--- src/rtl/jaos_pkg.sv ---
// Shared types and constants for the JSON array object splitter.
// No dependencies; every other file imports this package.
package jaos_pkg;

  // Widths and limits
  localparam int OFFSET_BITS = 16;
  localparam int POS_W       = OFFSET_BITS + 1;
  localparam int SPAN_W      = OFFSET_BITS + 1;
  localparam int MAX_NEST    = 255;
  localparam int DEPTH_W     = $clog2(MAX_NEST + 1);

  // Characters of interest
  localparam logic [7:0] CH_LBRACK    = 8'h5B; // '['
  localparam logic [7:0] CH_RBRACK    = 8'h5D; // ']'
  localparam logic [7:0] CH_LBRACE    = 8'h7B; // '{'
  localparam logic [7:0] CH_RBRACE    = 8'h7D; // '}'
  localparam logic [7:0] CH_COMMA     = 8'h2C; // ','
  localparam logic [7:0] CH_BACKSLASH = 8'h5C; // '\'
  localparam logic [7:0] CH_QUOTE     = 8'h22; // '"'
  localparam logic [7:0] CH_SPACE     = 8'h20;
  localparam logic [7:0] CH_TAB       = 8'h09;
  localparam logic [7:0] CH_CR        = 8'h0D;

  typedef enum logic [2:0] {
    EV_NONE      = 3'd0,
    EV_START     = 3'd1,
    EV_END       = 3'd2,
    EV_ARRAY_END = 3'd3,
    EV_ERROR     = 3'd4
  } event_kind_t;

  typedef struct packed {
    event_kind_t              event_kind;
    logic [OFFSET_BITS-1:0]   byte_offset;
    logic [OFFSET_BITS-1:0]   start_offset;
    logic [SPAN_W-1:0]        span_length;
  } scan_result_t;

endpackage

--- src/rtl/jaos_if.sv ---
// Valid/ready stream interfaces for the splitter's byte input and event output.
// Depends on jaos_pkg for field widths and the event code type.
interface jaos_in_if import jaos_pkg::*; ();
  logic       valid;
  logic       ready;
  logic [7:0] text_byte;
  logic       final_byte;

  modport source (output valid, output text_byte, output final_byte, input ready);
  modport sink   (input valid, input text_byte, input final_byte, output ready);
endinterface

interface jaos_out_if import jaos_pkg::*; ();
  logic                   valid;
  logic                   ready;
  event_kind_t            event_kind;
  logic [OFFSET_BITS-1:0] byte_offset;
  logic [OFFSET_BITS-1:0] start_offset;
  logic [SPAN_W-1:0]      span_length;

  modport source (output valid, output event_kind, output byte_offset,
                  output start_offset, output span_length, input ready);
  modport sink   (input valid, input event_kind, input byte_offset,
                  input start_offset, input span_length, output ready);
endinterface

--- src/rtl/jaos_scan.sv ---
// Per-byte scanner: phase, nesting, string and position state, plus the
// combinational event for the current byte. Depends on jaos_pkg.
module jaos_scan import jaos_pkg::*; (
  input  logic         clk,
  input  logic         rst_n,
  input  logic         step_en,
  input  logic [7:0]   text_byte,
  input  logic         final_byte,
  output scan_result_t result
);

  typedef enum logic [2:0] {
    PH_OPEN, PH_FIRST, PH_AFTER_OBJ, PH_AFTER_COMMA, PH_IN_OBJ, PH_DONE, PH_ERROR
  } phase_t;

  phase_t                 phase_r, phase_nxt, phase_cur;
  logic [DEPTH_W-1:0]     depth_r, depth_nxt;
  logic                   in_str_r, in_str_nxt;
  logic                   esc_r, esc_nxt;
  logic [POS_W-1:0]       pos_r, pos_nxt;
  logic [OFFSET_BITS-1:0] origin_r, origin_nxt;

  logic                   blank;
  logic                   pos_ovf;
  event_kind_t            ev;
  logic [OFFSET_BITS-1:0] start;
  logic [SPAN_W-1:0]      span;

  assign blank   = (text_byte == CH_SPACE) || (text_byte inside {[CH_TAB:CH_CR]});
  assign pos_ovf = pos_r[POS_W-1];

  // Work out the next state and the event for this byte
  always_comb begin
    phase_nxt  = phase_r;
    depth_nxt  = depth_r;
    in_str_nxt = in_str_r;
    esc_nxt    = esc_r;
    origin_nxt = origin_r;
    ev         = EV_NONE;
    start      = '0;
    span       = '0;

    // Flag a byte whose offset no longer fits
    phase_cur = phase_r;
    if (phase_r != PH_DONE && phase_r != PH_ERROR && pos_ovf) begin
      phase_cur = PH_ERROR;
    end
    phase_nxt = phase_cur;

    case (phase_cur)
      PH_OPEN: begin
        if (text_byte == CH_LBRACK) begin
          phase_nxt = PH_FIRST;
        end else if (!blank) begin
          phase_nxt = PH_ERROR;
        end
      end
      PH_FIRST, PH_AFTER_OBJ, PH_AFTER_COMMA: begin
        if (blank) begin
          phase_nxt = phase_cur;
        end else if (text_byte == CH_RBRACK) begin
          phase_nxt = PH_DONE;
          ev        = EV_ARRAY_END;
        end else if (text_byte == CH_LBRACE) begin
          phase_nxt  = PH_IN_OBJ;
          depth_nxt  = DEPTH_W'(1);
          in_str_nxt = 1'b0;
          esc_nxt    = 1'b0;
          origin_nxt = pos_r[OFFSET_BITS-1:0];
          ev         = EV_START;
          start      = pos_r[OFFSET_BITS-1:0];
        end else if (text_byte == CH_COMMA && phase_cur == PH_AFTER_OBJ) begin
          phase_nxt = PH_AFTER_COMMA;
        end else begin
          phase_nxt = PH_ERROR;
        end
      end
      PH_IN_OBJ: begin
        start = origin_r;
        if (in_str_r) begin
          if (esc_r) begin
            esc_nxt = 1'b0;
          end else if (text_byte == CH_BACKSLASH) begin
            esc_nxt = 1'b1;
          end else if (text_byte == CH_QUOTE) begin
            in_str_nxt = 1'b0;
          end
        end else if (text_byte == CH_QUOTE) begin
          in_str_nxt = 1'b1;
        end else if (text_byte == CH_LBRACE || text_byte == CH_LBRACK) begin
          if (depth_r >= DEPTH_W'(MAX_NEST)) begin
            phase_nxt = PH_ERROR;
          end else begin
            depth_nxt = depth_r + DEPTH_W'(1);
          end
        end else if (text_byte == CH_RBRACE || text_byte == CH_RBRACK) begin
          if (depth_r == '0) begin
            phase_nxt = PH_ERROR;
          end else begin
            depth_nxt = depth_r - DEPTH_W'(1);
            if (depth_r == DEPTH_W'(1)) begin
              ev        = EV_END;
              span      = {1'b0, pos_r[OFFSET_BITS-1:0]} - {1'b0, origin_r}
                          + SPAN_W'(1);
              phase_nxt = PH_AFTER_OBJ;
            end
          end
        end
      end
      PH_DONE: begin
        phase_nxt = PH_DONE;
      end
      default: begin
        phase_nxt = PH_ERROR;
      end
    endcase

    // A payload that ends before ']' is an error
    if (final_byte && phase_nxt != PH_DONE) begin
      phase_nxt = PH_ERROR;
    end

    if (phase_nxt == PH_ERROR) begin
      ev    = EV_ERROR;
      start = '0;
      span  = '0;
    end

    // Advance the position, saturating one past the last offset
    pos_nxt = pos_r;
    if (!pos_ovf) begin
      pos_nxt = pos_r + POS_W'(1);
    end
  end

  assign result.event_kind   = ev;
  assign result.byte_offset  = pos_r[OFFSET_BITS-1:0];
  assign result.start_offset = start;
  assign result.span_length  = span;

  // Hold state; return to reset after the final byte
  always_ff @(posedge clk) begin
    if (!rst_n || (step_en && final_byte)) begin
      phase_r  <= PH_OPEN;
      depth_r  <= '0;
      in_str_r <= 1'b0;
      esc_r    <= 1'b0;
      pos_r    <= '0;
      origin_r <= '0;
    end else if (step_en) begin
      phase_r  <= phase_nxt;
      depth_r  <= depth_nxt;
      in_str_r <= in_str_nxt;
      esc_r    <= esc_nxt;
      pos_r    <= pos_nxt;
      origin_r <= origin_nxt;
    end
  end

endmodule

--- src/rtl/json_array_object_splitter.sv ---
// Top level of the JSON array object splitter: byte input, event output register.
// Depends on jaos_pkg, jaos_in_if / jaos_out_if and jaos_scan.
//
// Takes one byte of JSON array text per word and returns exactly one event word
// for each byte: none, object start, object end (with start offset and length),
// array end, or error. Errors are sticky until the byte marked final_byte, after
// which the scanner is back in its reset state. Throughput is one byte per clock
// while the sink keeps up; a result appears in the cycle after its byte is taken,
// from a single output register that refills in the same cycle it is drained, so
// in_ready drops only while that register is full and the sink is stalling.
module json_array_object_splitter import jaos_pkg::*; (
  input  logic        clk,
  input  logic        rst_n,
  jaos_in_if.sink     in_stream,
  jaos_out_if.source  out_stream
);

  logic         step_en;
  logic         out_valid_r;
  scan_result_t scan_res;
  scan_result_t out_data_r;

  // Take a byte whenever the output register is free or being drained
  assign in_stream.ready = !out_valid_r || out_stream.ready;
  assign step_en         = in_stream.valid && in_stream.ready;

  jaos_scan u_scan (
    .clk        (clk),
    .rst_n      (rst_n),
    .step_en    (step_en),
    .text_byte  (in_stream.text_byte),
    .final_byte (in_stream.final_byte),
    .result     (scan_res)
  );

  // Hold the result word until the sink takes it
  always_ff @(posedge clk) begin
    if (!rst_n) begin
      out_valid_r <= 1'b0;
    end else if (step_en) begin
      out_valid_r <= 1'b1;
    end else if (out_stream.ready) begin
      out_valid_r <= 1'b0;
    end
  end

  always_ff @(posedge clk) begin
    if (step_en) begin
      out_data_r <= scan_res;
    end
  end

  assign out_stream.valid        = out_valid_r;
  assign out_stream.event_kind   = out_data_r.event_kind;
  assign out_stream.byte_offset  = out_data_r.byte_offset;
  assign out_stream.start_offset = out_data_r.start_offset;
  assign out_stream.span_length  = out_data_r.span_length;

endmodule
--- src/flat_wrapper.sv ---
// flat-port wrapper written by rule: the top's interface ports become plain ports
module json_array_object_splitter_flat import jaos_pkg::*;
  (clk, rst_n, in_stream_valid, in_stream_text_byte, in_stream_final_byte, in_stream_ready, out_stream_valid, out_stream_event_kind, out_stream_byte_offset, out_stream_start_offset, out_stream_span_length, out_stream_ready);
  jaos_in_if in_stream_i ();
  jaos_out_if out_stream_i ();
  input  logic clk;
  input  logic rst_n;
  input wire logic [$bits(in_stream_i.valid)-1:0] in_stream_valid;
  input wire logic [$bits(in_stream_i.text_byte)-1:0] in_stream_text_byte;
  input wire logic [$bits(in_stream_i.final_byte)-1:0] in_stream_final_byte;
  output wire logic [$bits(in_stream_i.ready)-1:0] in_stream_ready;
  output wire logic [$bits(out_stream_i.valid)-1:0] out_stream_valid;
  output wire logic [$bits(out_stream_i.event_kind)-1:0] out_stream_event_kind;
  output wire logic [$bits(out_stream_i.byte_offset)-1:0] out_stream_byte_offset;
  output wire logic [$bits(out_stream_i.start_offset)-1:0] out_stream_start_offset;
  output wire logic [$bits(out_stream_i.span_length)-1:0] out_stream_span_length;
  input wire logic [$bits(out_stream_i.ready)-1:0] out_stream_ready;
  assign in_stream_i.valid = in_stream_valid;
  assign in_stream_i.text_byte = in_stream_text_byte;
  assign in_stream_i.final_byte = in_stream_final_byte;
  assign in_stream_ready = in_stream_i.ready;
  assign out_stream_valid = out_stream_i.valid;
  assign out_stream_event_kind = out_stream_i.event_kind;
  assign out_stream_byte_offset = out_stream_i.byte_offset;
  assign out_stream_start_offset = out_stream_i.start_offset;
  assign out_stream_span_length = out_stream_i.span_length;
  assign out_stream_i.ready = out_stream_ready;
  json_array_object_splitter u_core (.clk(clk), .rst_n(rst_n), .in_stream(in_stream_i), .out_stream(out_stream_i));
endmodule
--- config.mk ---
export PLATFORM = sky130hd
export DESIGN_NAME = json_array_object_splitter_flat
export DESIGN_NICKNAME = d
export VERILOG_FILES = /design/src/rtl/jaos_pkg.sv /design/src/rtl/jaos_if.sv /design/src/rtl/jaos_scan.sv /design/src/rtl/json_array_object_splitter.sv /design/src/flat_wrapper.sv
export SDC_FILE = /design/constraint.sdc
export NUM_CORES = 1
export LEC_CHECK = 0
export ABC_AREA = 1
export BUFFER_PORTS_ARGS = -buffer_cell sky130_fd_sc_hd__buf_4
export CORE_AREA = 5 5 102 104
export CTS_BUF_LIST = sky130_fd_sc_hd__clkbuf_4 sky130_fd_sc_hd__clkbuf_8
export DETAILED_ROUTE_END_ITERATION = 8
export DIE_AREA = 0 0 107 109
export PLACE_DENSITY = 0.9
export SYNTH_ARGS = -nofsm -noshare
export SYNTH_HDL_FRONTEND = slang
export SYNTH_SLANG_ARGS = --single-unit
--- constraint.sdc ---
create_clock -name clk -period 7.6 [get_ports clk]
set_input_delay 1.14 -clock clk [delete_from_list [all_inputs] [get_ports clk]]
set_output_delay 1.14 -clock clk [all_outputs]
set_load 0.005 [all_outputs]
After elaboration in Yosys (flattened, before gate mapping)
Cells that the tools add are included.
{"block": "totals", "regBits": 99, "out_inout_bits": 54, "wordCells": 134}
{"block": "op_classes", "n_addsub": 5, "magnitude_cmp": 3, "eq_ne": 27, "n_mux": 56, "n_bitwise": 6, "n_reduce_logical": 25}
{"op": "2-to-1 mux 8 bit", "n": 9}
{"op": "2-to-1 mux 16 bit", "n": 3}
{"op": "2-to-1 mux 3 bit", "n": 15}
{"op": "== test 8 x 7 -> 1 bit (second input constant)", "n": 5}
{"op": "adder 17 x 1 -> 17 bit (second input constant)", "n": 2}
{"op": "one-hot mux 16 bit (2 select lines)", "n": 1}
{"op": "== test 8 x 6 -> 1 bit (second input constant)", "n": 3}
{"op": "!= test 3 bit (second input constant)", "n": 6}
{"op": "2-to-1 mux 17 bit", "n": 1}
{"op": "subtractor 16 x 16 -> 17 bit", "n": 1}
{"op": "2-to-1 mux 2 bit", "n": 8}
{"op": "one-hot mux 8 bit (2 select lines)", "n": 1}
{"op": "2-to-1 mux 1 bit", "n": 14}
{"op": "!= test 2 bit (second input constant)", "n": 6}
{"op": "one-hot mux 3 bit (4 select lines)", "n": 1}
{"op": "AND reduction 10 bit", "n": 1}
{"op": "AND reduction 5 bit", "n": 2}
{"op": "== test 3 bit (second input constant)", "n": 3}
{"op": "adder 8 x 1 -> 8 bit (second input constant)", "n": 1}
{"op": "== test 8 x 1 -> 1 bit (second input constant)", "n": 1}
{"op": "greater-or-equal comparator 8 x 4 -> 1 bit (second input constant)", "n": 1}
{"op": "greater-or-equal comparator 8 bit (second input constant)", "n": 1}
{"op": "<= comparator 8 x 4 -> 1 bit (second input constant)", "n": 1}
{"op": "logical NOT 8 bit", "n": 1}
{"op": "15 further kinds", "n": 34}

Longest topological paths before layout
Gate-level depths: netlist of the first run.
{"block": "depth", "depth_word": 16, "depth_mapped": 16, "ltp_nobuf": 16}

Cells and area by module
A second synthesis of the first run with hierarchy kept.
{"block": "hier_totals", "cells_unflattened": 666, "area_unflattened_um2": 5656.7}
{"mod": "jaos_scan", "n_inst": 1, "cells_per_inst": 607, "area_per_inst_um2": 4043.9, "seq_area_each_um2": 920.9}
{"mod": "json_array_object_splitter", "n_inst": 1, "cells_per_inst": 59, "area_per_inst_um2": 1612.8, "seq_area_each_um2": 1581.5}

Worst setup path after synthesis of the first run
OpenSTA, ideal clock, no wires.
{"block": "synth_path", "kind": "input to register", "startpoint": "in out_stream_ready", "endpoint": "reg u_core.u_scan.depth_r[5]", "setup_ns": 0.126, "arrival_time_ns": 3.716, "required_time_ns": 7.474, "path_slack_ns": 3.758, "stages": 11, "cell_sequence": "inv_1 > nand2_1 > nand2_1 > clkinv_1 > o211ai_1 > inv_1 > nand2_1 > inv_1 > o211ai_1 > xor2_1 > nor2_1"}
{"block": "synth_between", "elab_chain_cells": 4, "elab_cells_between_ends": 5}
{"element": "start: declaration", "line": "flat_wrapper.sv:17", "text": "input wire logic [$bits(out_stream_i.ready)-1:0] out_stream_ready;"}
{"element": "logical OR 1 bit (*)", "line": "json_array_object_splitter.sv:24", "text": "assign in_stream.ready = !out_valid_r || out_stream.ready;"}
{"element": "named net in_stream_ready", "line": "flat_wrapper.sv:11", "text": "output wire logic [$bits(in_stream_i.ready)-1:0] in_stream_ready;"}
{"element": "logical AND 1 bit (*)", "line": "json_array_object_splitter.sv:25", "text": "assign step_en = in_stream.valid && in_stream.ready;"}
{"element": "named net u_core.step_en", "line": "json_array_object_splitter.sv:18", "text": "logic step_en;"}
{"element": "branches (longest 2 deep; another with AND reduction 10 bit)"}
{"element": "end signal: assignment", "line": "jaos_scan.sv:152", "text": "depth_r <= depth_nxt;"}
{"element": "end: declaration", "line": "jaos_scan.sv:17", "text": "logic [DEPTH_W-1:0] depth_r, depth_nxt;"}
Mark *: on every way through the listed nets, which the timed path passes.
A chain may end at the register's enable or synchronous reset.

Worst setup path after layout of the first run
{"block": "layout_path", "startpoint": "reg u_core.u_scan.pos_r[1]", "endpoint": "reg u_core.out_data_r, in the netlist u_core.out_stream.span_length[13], data pin"}
{"block": "layout_between", "elab_chain_cells": 2}
{"element": "start: declaration", "line": "jaos_scan.sv:20", "text": "logic [POS_W-1:0] pos_r, pos_nxt;"}
{"element": "start signal: assignment", "line": "jaos_scan.sv:155", "text": "pos_r <= pos_nxt;"}
{"element": "subtractor 16 x 16 -> 17 bit", "line": "jaos_scan.sv:103", "text": "span = {1'b0, pos_r[OFFSET_BITS-1:0]} - {1'b0, origin_r}"}
{"element": "adder 17 x 1 -> 17 bit", "line": "jaos_scan.sv:104", "text": "+ SPAN_W'(1);"}
{"element": "end signal: assignment", "line": "json_array_object_splitter.sv:49", "text": "out_data_r <= scan_res;"}
{"element": "end: declaration", "line": "json_array_object_splitter.sv:21", "text": "scan_result_t out_data_r;"}
Every way passes these cells.

==> results.cfg, run 1 <==
[placement]
hpwl_um = 8823
gp_congestion = 0.9063
portBuffers = 66
dp_slack_ns = 4.157
place_inst = 826
postPlaceCellArea_mm2 = 0.006166

[min_path]
min_path_type = reg2reg

[power]
power.density_mw_per_mm2 = 170.3
cellLeakagePower_nw = 2.642
ir_worst_vdd_mv = 0.08713

[logic_synthesis]
yosysWarnings = 0
syn-cell-area_mm2 = 0.005602
synth.avg_cell_area_um2 = 8.500
synthTopCellsByArea = edfxtp_1 (28%), dfxtp_1 (17%), ha_1 (8.0%), nand2_1 (6.7%), inv_1 (6.2%)
synth-xor-area-share = 0.02658
synth_top_area_cell = edfxtp_1
synthDistinctLibCells = 44
synth_mux_area_frac = 0
synth-compound-area-share = 0.1349
synth_seq_cells = 99
yosysSeqAreaShare = 0.4467
syn_inst = 659
synth_top_area_share = 0.2788
yosys.area_share.simple = 0.2249
synth_top_family_by_area = simple AND/OR/NAND/NOR gates
synthAdderAreaFrac = 0.08398
synth_nets = 709

[timing]
maxSlewHeadroom = 0.3266
setup_ws_ns = 4.438
max_clock_freq_ghz = 0.3162
rsz0062_at_grt = no
worst_slew_pin_slew_ns = 1.010
hold_violations = 0
drv_slew = 0
setup_viol = 0
whs_ns = 0.4864
fin_worst_skew_ns = 0.01300
fin_crit_ns = 3.162
fin_crit_sh = 0.4161
finalSetupTns_ns = 0

[drt]
drc_errors = 0
vias = 4649
antenna_left = 0
routed_wl_um = 12030
via_per_inst = 5.521
first_pass_iters = 5
avgRoutedWirePerCell_um = 14.29
drt_iter0_drc = 247

[setup_path]
cpMostUsedCell = nand2_1
end_kind = flip-flop
arrival_ns = 3.25
crit_chain = inv_1, ha_1, inv_1, ha_1, inv_1, fa_1, o21ai_0, a21oi_1, o21ai_0, nand2_1, nand2_1, nand2_1, nand2_1, xor2_1, nor3_2
r2r_slack_ns = 4.44
path_buf_inv = 3
cp_max_fo = 6
slowest_stage = dfxtp_1
cpPeakStageDelay_ns = 0.45
path_class = reg2reg
crit_family = adder cells
required_ns = 7.69
start_kind = flip-flop

[die]
fp.dieH_um = 109
core_area_mm2 = 0.009459
row_count = 36
ioPinCount = 67
chipWidth_um = 107
start_util = 0.5922
die_area_mm2 = 0.01166

[layout]
nFillCells = 772
diodes = 0
layout_commonest_cell = nand2_1
area_growth_pct = 13.74
layout_common_cells = nand2_1 (100), inv_1 (93), buf_4 (69), nor2_1 (67), a21oi_1 (53)
final_area_mm2 = 0.006371
nets = 773
drive_above_1_share = 0.1841
final_cell_count_no_fill = 842

[global_route]
grt_pass1_vias = 4510
grt_max_degree = 59
grt.overflow.total = 0
antenna_found_initial = 0
grt_pass1_wl_um = 20420
grt_usage = 0.2146

[cts]
cts_buffers = 9
cts.path.max_buffers = 2
cts_hold_buf = 0
htreeDepth = 3
cts_tree = done
cts_setup_buffers = 0
insertion_delay_ns = 0.37
cts.repair.resized = 0
clk_pin_slew_ns = 0.10
root_buffer = clkbuf_8
cts_sinks = 99

[run_status]
status = finished, final reports clean

[flow_run]
maxCapViolations = 0
-- power by group --
part / internal (W) / switching (W) / leakage, nW
Clock: 0.000167 / 0.000188 / 0.108
Combinational: 0.0000498 / 0.0000880 / 1.63
Sequential: 0.000581 / 0.0000116 / 0.907
-- Yosys cell counts, drive strengths merged --
cell type,number
a211oi,2
nand3,31
or2,1
a31oi,2
nand4,2
nor2,85
a22oi,16
nor4,1
buf,7
inv,97
o21ai,44
o2111ai,1
or4,1
o211ai,2
a21o,3
ha,36
clkbuf,9
nand2,105
nor3b,2
a21boi,1
xor2,13
fa,1
o31ai,3
a21oi,54
a41oi,1
dfxtp,47
clkinv,1
xnor2,4
nor3,33
o21a,2
edfxtp,52
-- worst reg2reg max path, cell delays in order, from the launching register on --
cell and delay, ns:
dfxtp_1 0.45, inv_1 0.11, ha_1 0.28, inv_1 0.06, ha_1 0.17, inv_1 0.06, fa_1 0.39, o21ai_0 0.31
a21oi_1 0.19, o21ai_0 0.29, nand2_1 0.09, nand2_1 0.11, nand2_1 0.06, nand2_1 0.07, xor2_1 0.19, nor3_2 0.07
-- state kept, by name, indices dropped and copies added (netlist names) --
name and cells:
u_core.out_stream.span_length 17, u_core.u_scan.pos_r 17, u_core.out_stream.byte_offset 16, u_core.out_stream.start_offset 16, u_core.u_scan.origin_r 16, u_core.u_scan.depth_r 8, u_core.out_stream.event_kind 3, u_core.u_scan.phase_r 3
u_core.out_stream.valid 1, u_core.u_scan.esc_r 1, u_core.u_scan.in_str_r 1
-- cell families (layout without fill, tap and decap cells) --
logic type,Yosys count,count (layout)
and+or+nand+nor,261,261
xor gates and xnor gates,17,17
adders and majority gates,37,37
buffers and inverters,114,183
AOI/OAI and AO/OA,131,131
DFF,99,99
-- per-stage QoR --
step / util / total power (W)
2_1_floorplan: - / 0.0006958
3_3_place_gp: 0.6519 / 0.0007376
3_5_place_dp: 0.6519 / 0.0007430
4_1_cts: 0.6735 / 0.001090
5_1_grt: 0.6735 / 0.001132
6_report: 0.6735 / 0.001085
-- final timing paths --
path	start	endpoint	cells after the start
worst max-delay path	u_core.u_scan.pos_r[1]	u_core.out_stream.span_length[13]	15
worst min-delay path	u_core.u_scan.origin_r[1]	u_core.u_scan.origin_r[1]	2
worst max register to register	u_core.u_scan.pos_r[1]	u_core.out_stream.span_length[13]	15
worst min register to register	u_core.u_scan.origin_r[1]	u_core.u_scan.origin_r[1]	2
-- routing by layer --
metal | GRT usage | vias up | part of all wire
li1 | - | 2338 | -
met1 | 0.2587 | 2182 | 0.42
met2 | 0.3961 | 110 | 0.52
met3 | 0.03079 | 19 | 0.045
met4 | 0.06758 | 0 | 0.014
met5 | 0 | - | 0
-- layout make-up --
type	instances	area, µm²	area share
repair buffers	69	518.0	0.08130
clock buffers	11	145.1	0.02278
inverters	98	367.9	0.05774
multi-input cells	446	2635	0.4136
well taps	114	142.6	0.02239
clock inverters	5	60.06	0.009427
flip-flops and latches	99	2502	0.3928
No activity file was read; power rests on OpenSTA's default activity.
==> inputs of run 2 (changes only) <==
clock period = 3.29 ns   (was 7.6 ns; I/O delays follow)
==> results.cfg, run 2 (synthesis results as in run 1) <==
[run_status]
status = finished, final reports clean

[cts]
cts_tree = done
root_buffer = clkbuf_8
cts.path.max_buffers = 2
clk_pin_slew_ns = 0.10
cts_buffers = 9
htreeDepth = 3
insertion_delay_ns = 0.37
cts_setup_buffers = 0
cts_sinks = 99

[drt]
drt_iter0_drc = 373
via_per_inst = 5.618
drc_errors = 0
avgRoutedWirePerCell_um = 14.92
first_pass_iters = 4
vias = 4742
routed_wl_um = 12600
antenna_left = 0

[setup_path]
r2r_cells = 15
end_kind = flip-flop
path_class = reg2reg
r2r_slack_ns = 0.35
start_kind = flip-flop
r2r-start = u_core.u_scan.pos_r[1]
arrival_ns = 3.04
r2r-end = u_core.out_stream.span_length[13]
required_ns = 3.39
cp_max_fo = 6

[timing]
whs_ns = 0.3934
max_clock_freq_ghz = 0.3397
worst_slew_pin_slew_ns = 0.9290
finalSetupTns_ns = 0
drv_slew = 0
fin_worst_skew_ns = 0.007897
fin_crit_ns = 2.944
setup_viol = 0
maxSlewHeadroom = 0.3800
fin_crit_sh = 0.8948
rsz0062_at_grt = no
hold_violations = 0

[layout]
nets = 775
diodes = 0
final_area_mm2 = 0.006442
layout_common_cells = nand2_1 (100), inv_1 (93), buf_4 (70), nor2_1 (67), a21oi_1 (53)
final_cell_count_no_fill = 844
nFillCells = 758
drive_above_1_share = 0.1863
layout_commonest_cell = nand2_1
area_growth_pct = 15.01

[power]
power.density_mw_per_mm2 = 411.8
power_w = 0.002653
ir_worst_vdd_mv = 0.2579
cellLeakagePower_nw = 2.673

[placement]
postPlaceCellArea_mm2 = 0.006193
gp_congestion = 0.9503
hpwl_um = 9133
place_inst = 828
portBuffers = 66

[flow_run]
maxCapViolations = 0

[die]
ioPinCount = 67
start_util = 0.5922
fp.dieH_um = 109
chipWidth_um = 107
core_area_mm2 = 0.009459
die_area_mm2 = 0.01166
row_count = 36

[global_route]
grt.overflow.total = 0
grt_pass1_wl_um = 20890
grt_usage = 0.2217
grt_max_degree = 59
grt_pass1_vias = 4497
antenna_found_initial = 0

[min_path]
holdPathStages = 2
min_path_type = in2reg
hold_end = u_core.out_stream.valid
worstHoldStart = rst_n
==> run 2: changes by cell type in the layout (fill, tap and decap cells not counted), moves of 2 or more <==
| cell | change |
|---|---|
| o21ai_1 | +2 |
| bufinv_16 | +2 |
| inv_4 | -2 |
| o21ai_0 | -2 |
==> run 2: cell type report <==
type | count | area [µm²] | area share
inverter | 98 | 367.9 | 0.05710
clock buffer | 10 | 137.6 | 0.02136
clock inverter | 6 | 111.4 | 0.01728
tap | 114 | 142.6 | 0.02214
sequential | 99 | 2502 | 0.3884
multi-input combinational | 446 | 2635 | 0.4090
timing repair buffer | 71 | 545.5 | 0.08468
==> run 2: repair_timing <==
item                       4_1_cts  5_1_grt
hold endpoints to repair         0        0
hold buffers                     0        0
resized for setup                0        2
setup endpoints to repair        0        2
==> run 2: stage by stage <==
stage            util  setup slack [ns]
2_1_floorplan       -           0.09420
5_1_grt        0.6811           0.03661
6_report       0.6811            0.3461
3_5_place_dp   0.6548            0.2564
3_3_place_gp   0.6548            0.3760
4_1_cts        0.6811            0.1833
==> run 2: worst max-delay path by stage <==
| stage | from | endpoint | slack (ns) | depth (start not counted) |
|---|---|---|---|---|
| after floorplan | out_stream_ready | u_core.u_scan.depth_r[5] | 0.09 | 11 |
| after global placement | u_core.u_scan.pos_r[1] | u_core.out_stream.span_length[13] | 0.38 | 15 |
| after detailed placement | u_core.u_scan.pos_r[1] | u_core.out_stream.span_length[13] | 0.26 | 15 |
| after CTS | u_core.u_scan.pos_r[1] | u_core.out_stream.span_length[13] | 0.18 | 15 |
| after global routing | u_core.u_scan.pos_r[1] | u_core.out_stream.span_length[13] | 0.04 | 15 |
| final | u_core.u_scan.pos_r[1] | u_core.out_stream.span_length[13] | 0.35 | 15 |
==> run 2: power by group <==
part | total [W] | switching (W) | internal [W]
logic | 0.000331 | 0.000208 | 0.000123
registers | 0.00137 | 0.0000274 | 0.00134
clock network | 0.000953 | 0.000426 | 0.000527
total | 0.00265 | 0.000661 | 0.00199
==> run 2: per-layer routing <==
layer  global-route usage  share of wire
met1               0.2616           0.40
met2               0.4078           0.52
met3              0.03908          0.062
met4              0.07489          0.020
met5                    0              0
==> run 2: critical path, stage by stage, from the launching register on <==
cell and delay (ns):
dfxtp_1 0.43, inv_1 0.10, ha_1 0.29, inv_1 0.06, ha_1 0.17, inv_1 0.06, fa_1 0.40, o21ai_1 0.25
a21oi_1 0.17, o21ai_1 0.22, nand2_1 0.07, nand2_1 0.09, nand2_1 0.06, nand2_1 0.07, xor2_1 0.17, nor3_2 0.06
